<file path="config.mk">
export PLATFORM = sky130hd
export DESIGN_NAME = i2c_master_byte_sequencer
export DESIGN_NICKNAME = d
export VERILOG_FILES = /design/src/design/i2cms_pkg.sv /design/src/design/i2c_master_byte_sequencer.sv /design/src/design/i2cms_phase.sv
export SDC_FILE = /design/constraint.sdc
export NUM_CORES = 1
export LEC_CHECK = 0
export BUFFER_PORTS_ARGS = -buffer_cell sky130_fd_sc_hd__buf_4
export CAP_MARGIN = 25
export CORE_MARGIN = 1
export CORE_UTILIZATION = 50
export CTS_CLUSTER_DIAMETER = 30
export DETAILED_ROUTE_END_ITERATION = 6
export PLACE_DENSITY_LB_ADDON = 0.15
export SYNTH_ARGS = -nofsm -noshare
export SYNTH_HDL_FRONTEND = slang
export SYNTH_SLANG_ARGS = --single-unit
</file>
<file path="constraint.sdc">
create_clock -name clk -period 2.1 [get_ports clk]
set_input_delay 0.42 -clock clk [delete_from_list [all_inputs] [get_ports clk]]
set_output_delay 0.42 -clock clk [all_outputs]
set_load 0.02 [all_outputs]
</file>
<file path="src/design/i2cms_pkg.sv">
// ----------------------------------------------------------------------------
// i2cms_pkg
// Types and constants shared by the I2C master byte sequencer modules.
// ----------------------------------------------------------------------------
package i2cms_pkg;

  // Command codes carried by the mode field.
  typedef enum logic [1:0] {
    CMD_START = 2'd0,
    CMD_STOP  = 2'd1,
    CMD_WRITE = 2'd2,
    CMD_READ  = 2'd3
  } cmd_t;

  // Last phase number of each command sequence.
  localparam logic [4:0] LAST_PHASE_SHORT = 5'd2;
  localparam logic [4:0] LAST_PHASE_WRITE = 5'd26;
  localparam logic [4:0] LAST_PHASE_READ  = 5'd20;

  // Bit position shifted out first on a write.
  localparam int unsigned TX_MSB = 7;

  // Sequencer state carried from one phase to the next.
  typedef struct packed {
    logic       running;
    cmd_t       cmd;
    logic [4:0] phase;
    logic [1:0] sub;
    logic [7:0] shift;
    logic       ack_to_send;
    logic       scl;
    logic       sda;
    logic       slave_ack;
    logic [7:0] rx_hold;
  } seq_state_t;

  // State after reset: idle, with both lines released high.
  localparam seq_state_t SEQ_RESET = '{
    running:     1'b0,
    cmd:         CMD_START,
    phase:       5'd0,
    sub:         2'd0,
    shift:       8'd0,
    ack_to_send: 1'b0,
    scl:         1'b1,
    sda:         1'b1,
    slave_ack:   1'b0,
    rx_hold:     8'd0
  };

  // Flags reported for one phase.
  typedef struct packed {
    logic busy;
    logic done;
  } phase_flags_t;

  function automatic logic [4:0] last_phase(input cmd_t cmd);
    logic [4:0] lp;
    case (cmd)
      CMD_WRITE: lp = LAST_PHASE_WRITE;
      CMD_READ:  lp = LAST_PHASE_READ;
      default:   lp = LAST_PHASE_SHORT;
    endcase
    return lp;
  endfunction

endpackage

</file>
<file path="src/design/i2c_master_byte_sequencer.sv">
// ----------------------------------------------------------------------------
// i2c_master_byte_sequencer
// I2C master pin sequencer advanced by one phase tick per input beat.
// ----------------------------------------------------------------------------
// Each input beat is one delay phase from a prescaler. It may carry a
// command (start, stop, write byte, read byte) and always carries the sampled
// SDA level. A command is taken only while the sequencer is idle; commands
// offered while one is running are dropped. Start and stop take 3 phases,
// a write 27 and a read 21.
// Every input beat yields exactly one output beat with the SCL and SDA levels
// after that phase, the busy flag, the received byte and the last write ACK.
// out_tlast marks the last phase of a command.
// The output beat is registered from the accepted input beat, and a new
// beat can be taken in every cycle while the receiver takes results: the
// step logic sits between the state registers and a single output register.
// When the receiver stalls, the output beat holds and in_tready drops once
// the output register is full, so no phase is lost.
// Reset releases both lines high, clears the state and empties the output.
// ----------------------------------------------------------------------------
module i2c_master_byte_sequencer
  import i2cms_pkg::*;
(
  input  logic        clk,
  input  logic        rst_n,
  // Input phase channel.
  input  logic        in_tvalid,
  output logic        in_tready,
  input  logic [15:0] in_tdata,   // cmd_valid[0], tx_byte[8:1], send_ack[9],
                                  // sda_in[10], zero fill above
  input  logic [1:0]  in_tuser,   // mode[1:0]
  // Result channel.
  output logic        out_tvalid,
  input  logic        out_tready,
  output logic [15:0] out_tdata,  // scl_level[0], sda_level[1], busy_res[2],
                                  // rx_byte[10:3], ack_seen[11], zero fill above
  output logic        out_tlast   // done_res
);

  seq_state_t   state_r;
  seq_state_t   state_nxt;
  phase_flags_t flags;
  logic         out_tvalid_r;
  logic         busy_r;
  logic         done_r;
  logic         in_accept;

  // Output register frees as it drains: a beat every cycle with out_tready high.
  assign in_tready = !out_tvalid_r || out_tready;
  assign in_accept = in_tvalid && in_tready;

  // One phase of the sequence.
  i2cms_phase u_phase (
    .cur       (state_r),
    .cmd_valid (in_tdata[0]),
    .mode      (cmd_t'(in_tuser)),
    .tx_byte   (in_tdata[8:1]),
    .send_ack  (in_tdata[9]),
    .sda_in    (in_tdata[10]),
    .nxt       (state_nxt),
    .flags     (flags)
  );

  // State advances once per accepted beat.
  always_ff @(posedge clk) begin
    if (!rst_n) begin
      state_r <= SEQ_RESET;
    end else if (in_accept) begin
      state_r <= state_nxt;
    end
  end

  // Output register and its valid flag.
  always_ff @(posedge clk) begin
    if (!rst_n) begin
      out_tvalid_r <= 1'b0;
      busy_r       <= 1'b0;
      done_r       <= 1'b0;
    end else if (in_accept) begin
      out_tvalid_r <= 1'b1;
      busy_r       <= flags.busy;
      done_r       <= flags.done;
    end else if (out_tready) begin
      out_tvalid_r <= 1'b0;
    end
  end

  // The pin levels, received byte and ACK are the registered state itself.
  assign out_tvalid = out_tvalid_r;
  assign out_tlast  = done_r;
  assign out_tdata  = {4'b0000, state_r.slave_ack, state_r.rx_hold, busy_r,
                       state_r.sda, state_r.scl};

endmodule

</file>
<file path="src/design/i2cms_phase.sv">
// ----------------------------------------------------------------------------
// i2cms_phase
// Combinational step of the sequencer: takes the current state and one phase
// beat and produces the state after that phase, with busy and done flags.
// ----------------------------------------------------------------------------
module i2cms_phase
  import i2cms_pkg::*;
(
  input  seq_state_t   cur,
  input  logic         cmd_valid,
  input  cmd_t         mode,
  input  logic [7:0]   tx_byte,
  input  logic         send_ack,
  input  logic         sda_in,
  output seq_state_t   nxt,
  output phase_flags_t flags
);

  // Sub-phase of one written bit: set up data, raise SCL, lower SCL.
  localparam logic [1:0] BIT_SETUP = 2'd0;
  localparam logic [1:0] BIT_HIGH  = 2'd1;
  localparam logic [1:0] BIT_LOW   = 2'd2;

  // Phase numbers of the tail of write and read sequences.
  localparam logic [4:0] WR_BITS_END = 5'd24;
  localparam logic [4:0] WR_ACK_REL  = 5'd24;
  localparam logic [4:0] WR_ACK_HIGH = 5'd25;
  localparam logic [4:0] RD_BITS_END = 5'd16;
  localparam logic [4:0] RD_GAP      = 5'd16;
  localparam logic [4:0] RD_ACK_SET  = 5'd17;
  localparam logic [4:0] RD_ACK_HIGH = 5'd18;
  localparam logic [4:0] RD_ACK_LOW  = 5'd19;

  seq_state_t s;

  always_comb begin
    s = cur;
    flags = '0;

    // A command is taken only while idle; its first phase runs at once.
    if (!s.running && cmd_valid) begin
      s.running     = 1'b1;
      s.cmd         = mode;
      s.phase       = '0;
      s.sub         = BIT_SETUP;
      s.shift       = (mode == CMD_WRITE) ? tx_byte : '0;
      s.ack_to_send = send_ack;
    end

    if (s.running) begin
      flags.busy = 1'b1;

      // Pin action for this phase.
      case (s.cmd)
        CMD_START: begin
          if (s.phase == 5'd0) s.scl = 1'b1;
          else if (s.phase == 5'd1) s.sda = 1'b0;
          else s.scl = 1'b0;
        end
        CMD_STOP: begin
          if (s.phase == 5'd0) s.sda = 1'b0;
          else if (s.phase == 5'd1) s.scl = 1'b1;
          else s.sda = 1'b1;
        end
        CMD_WRITE: begin
          if (s.phase < WR_BITS_END) begin
            case (s.sub)
              BIT_SETUP: s.sda = s.shift[TX_MSB];
              BIT_HIGH:  s.scl = 1'b1;
              default: begin
                s.scl   = 1'b0;
                s.shift = {s.shift[TX_MSB-1:0], 1'b0};
              end
            endcase
          end else if (s.phase == WR_ACK_REL) begin
            s.sda = 1'b1;
          end else if (s.phase == WR_ACK_HIGH) begin
            s.scl       = 1'b1;
            s.slave_ack = !sda_in;
          end else begin
            s.scl = 1'b0;
          end
        end
        default: begin
          if (s.phase < RD_BITS_END) begin
            if (!s.phase[0]) begin
              s.scl   = 1'b1;
              s.shift = {s.shift[TX_MSB-1:0], sda_in};
            end else begin
              s.scl = 1'b0;
            end
          end else if (s.phase == RD_GAP) begin
            s.scl = 1'b0;
          end else if (s.phase == RD_ACK_SET) begin
            s.sda = !s.ack_to_send;
          end else if (s.phase == RD_ACK_HIGH) begin
            s.scl = 1'b1;
          end else if (s.phase == RD_ACK_LOW) begin
            s.scl = 1'b0;
          end else begin
            s.sda     = 1'b1;
            s.rx_hold = s.shift;
          end
        end
      endcase

      // Advance the phase counter, or finish on the last phase.
      if (s.phase >= last_phase(s.cmd)) begin
        flags.done = 1'b1;
        s.running  = 1'b0;
        s.phase    = '0;
      end else begin
        s.phase = s.phase + 5'd1;
      end
      s.sub = (s.sub == BIT_LOW) ? BIT_SETUP : s.sub + 2'd1;
    end

    nxt = s;
  end

endmodule

</file>
==> implementation parameters <==
Parameter                              Value

Status
  Status    complete, no violations

Synth
  Sequential fraction of the synthesis area    31.5%
  Area share of the largest cell type after synthesis    31.5%
  Syn Area/Cell    around 8.3 µm²
  Cell with the most instances after synthesis    dfxtp_1
  Biggest area contributors in the synthesized netlist    dfxtp_1 (31%), buf_4 (6.4%), o211a_1 (5.2%)
  Number of enable-type register cells in the synthesized netlist    0
  Primary FF master, synth    dfxtp_1
  Library cells used by synthesis    59
  Count of mapped cells out of synthesis    253
  Synthesized flop and latch total    33
  Number of warning messages in the yosys log    0
  Cell area after synthesis    about 2100 µm²
  Leading post-synthesis cells by instance count    dfxtp_1 (33), nand2_1 (29), buf_4 (18)
  Cell taking the most area after synthesis    dfxtp_1
  Share of synthesized registers carrying an async set or reset    0%

Critical path
  Nature of the critical path endpoint    register
  Worst path max stage delay    0.35 ns
  Kind of critical path    register to register
  Worst path slowest cell    dfxtp_2
  Slack of the worst reg-to-reg path    0.1 ns
  Crit-path cells    nor2b_4 -> mux2i_2 -> inv_2 -> ha_1 -> o221a_4 -> a211oi_4 -> buf_4 -> o2111ai_1 -> nand3_1
  Top fanout value on the critical path    4
  Startpoint class of the critical path    register
  Cell family contributing the most delay on the critical path    compound AO/OA/AOI/OAI gates
  Critical path arrival    2.16 ns
  Setup crit end    state_r[23]
  Critical R2R Capture    state_r[23]
  Worst path buffer plus inverter count    2
  Length in cells of the worst reg-to-reg path    9
  Number of gates on the worst path with buffers counted    9
  Required time of the critical path    2.26 ns
  Origin of the worst setup path    state_r[29]
  R2R Path Start    state_r[29]

Detailed routing
  Post-route antenna net violation count    0
  Vias    ~1,900
  DRC viols    0
  First-pass detailed-route iteration total    4
  Initial drt markers    136
  Wirelength per Cell    15.1 µm
  Vias per cell    around 5.8
  Overall routed net length    5.11 mm

Power
  Peak supply drop    about 0.49 mV
  Power Density    586 nW/µm²
  Static leakage    roughly 1.1 nW

Flow run
  Number of maximum-capacitance violations    0

Clocking
  Clock latency on the worst-skew pair    0.29 ns
  Number of CTS-inserted buffers    5
  Number of hold buffers added after cts    0
  Clock sink total    33
  Root buffer cell    clkbuf_8
  Clock-pin slew reported for the worst setup and hold paths after clock tree synthesis    0.07 ns
  CTS tree    built
  Number of buffers on the longest clock path    2
  H-tree levels    2

GRT
  Vias in the first global route    1,683
  GRT overflow    0
  Total Routing Usage GR    around a quarter
  Global routing met2 resource utilization    36.6%
  Met3 layer usage reported by global route    4.79%
  Most Used Layer, Global Route    met1
  Met1 track utilization from global routing    approximately 37%
  Pin count of the biggest net entering global routing    35
  Wire length of the first global-routing pass    approximately 8.3 mm
  Antenna violations before repair    0

Place
  # port buffers    31
  Post-detail-place hpwl    3.78 mm
  Global placement routability congestion    around 0.95

STA
  Least-Margin Pin Slew    approximately 0.49 ns
  Achievable clock frequency    ~0.5 GHz
  Pins Over Slew Limit    0
  RSZ-0062 raised after global routing    false
  Crit share post-route    95.3%
  Count of final setup violators    0
  Fin Setup TNS    0 ns
  Count of final hold-check violations    0
  Largest clock skew in the final design    around 0.006 ns
  Final critical-path required period    about 2.0 ns
  Slew margin rel.    66.5%

Floorplan
  Die ar.    around 4500 µm²
  X dimension of the die    66.8 µm
  Die boundary height    66.8 µm
  Number of top-level pins    41
  Core outline area    a little over 4000 µm²
  Starting Density    between 50 and 60%
  Number of standard-cell rows in the floorplan    23

Cells and area
  Area grow syn2layout    20.1%
  Final core occ    62.6%
  Count of inserted antenna diode cells    0
  Nets    312
  Fraction of layout cells with a size suffix above 1    28.5%
  Fill cells    approximately 380

Hold path
  Class of the tightest hold or removal check    input port to register
-- worst min path at each step --
stage	startpoint	endpoint	cells after the start
finish	in_tdata[9]	state_r[11]	3
global route	in_tdata[9]	state_r[11]	3
CTS	in_tdata[9]	state_r[11]	3
detailed placement	busy_r	busy_r	2
global placement	busy_r	busy_r	2
floorplan	busy_r	busy_r	2
-- state kept, by name (all words and copies together), names as in the netlist --
| signal | cells |
|---|---|
| busy_r | 1 |
| out_tdata | 11 |
| out_tlast | 1 |
| out_tvalid | 1 |
| state_r | 19 |
-- worst reg2reg max path, cell delays in order (launching register included) --
cell and delay [ns]:
dfxtp_2 0.35, nor2b_4 0.15, mux2i_2 0.26, inv_2 0.09, ha_1 0.30, o221a_4 0.19, a211oi_4 0.04, buf_4 0.17
o2111ai_1 0.20, nand3_1 0.12
-- layer usage --
| metal | part of all wire (%) | vias up | wire length (µm) |
|---|---|---|---|
| met3 | 6.0 | 5 | 309 |
| met1 | 49 | 896 | 2490 |
| li1 | - | 986 | - |
| met5 | 0 | - | 0 |
| met2 | 44 | 59 | 2250 |
| met4 | 1.2 | 0 | 59 |
-- kinds of logic (layout without fill, tap and decap cells) --
logic type / after synthesis / count (layout) / synth area share [%]
AOI/OAI and AO/OA: 81 / 81 / 29.0
xor gates and xnor gates: 1 / 1 / 0.417
adders and majority gates: 3 / 3 / 1.79
buffers and inverters: 43 / 75 / 12.0
DFF: 33 / 33 / 31.5
muxes: 5 / 5 / 2.38
other: 1 / 4 / 0.179
and+or+nand+nor: 86 / 86 / 22.7
-- power breakdown --
| group | total (mW) | switching, mW | internal (mW) |
|---|---|---|---|
| Combinational | 0.327 | 0.179 | 0.148 |
| Sequential | 0.674 | 0.0210 | 0.653 |
| Clock | 0.476 | 0.248 | 0.229 |
-- layout by cell type, fill, tap and decap left out, drive strengths merged, types with 2 or more instances in the layout --
cell	Yosys	final
a211oi	2	2
nand2	30	30
o211a	11	11
a31oi	6	6
nor3b	2	2
o2111ai	2	2
o211ai	2	2
a221oi	7	7
and2	6	6
o221ai	2	2
nor2b	7	7
nand4	4	4
nor3	6	6
mux2i	5	5
a21oi	8	8
clkinv	0	2
conb	1	4
nand2b	3	3
nor2	10	10
inv	8	8
o21ai	15	15
nor4b	3	3
buf	27	59
ha	3	3
a22oi	7	7
o21a	3	3
nand3	6	6
clkbuf	8	5
dfxtp	33	33
a21boi	4	4
a32oi	2	2
-- cell type report --
class	count	area (µm²)	area share, %
clock buffer	5	68.8	2.73
clock inverter	3	17.5	0.695
inverter	8	30.0	1.19
multi-input combinational	180	1240	49.1
sequential	33	662	26.3
tap	50	62.6	2.48
timing repair buffer	59	443	17.6
-- per-stage QoR --
step | setup slack [ns] | total power, mW | instance area [µm²] | hold WS [ns] | cells
after floorplan | 0.0126 | 0.904 | 2160 | 0.444 | 256
after global placement | -0.0550 | 1.01 | 2430 | 0.459 | 330
after detailed placement | -0.0584 | 1.01 | 2430 | 0.463 | 330
after CTS | 0.0829 | 1.48 | 2520 | 0.381 | 338
after global routing | 0.0214 | 1.55 | 2520 | 0.395 | 338
final | 0.0985 | 1.48 | 2520 | 0.384 | 338
-- repair_timing --
item | CTS | global route
endpoints found under the hold margin | 0 | 0
endpoints found under the setup margin | 0 | 3
buffers inserted | 0 | 0
resized for setup | 0 | 1
Power figures use the tool's default switching activity.
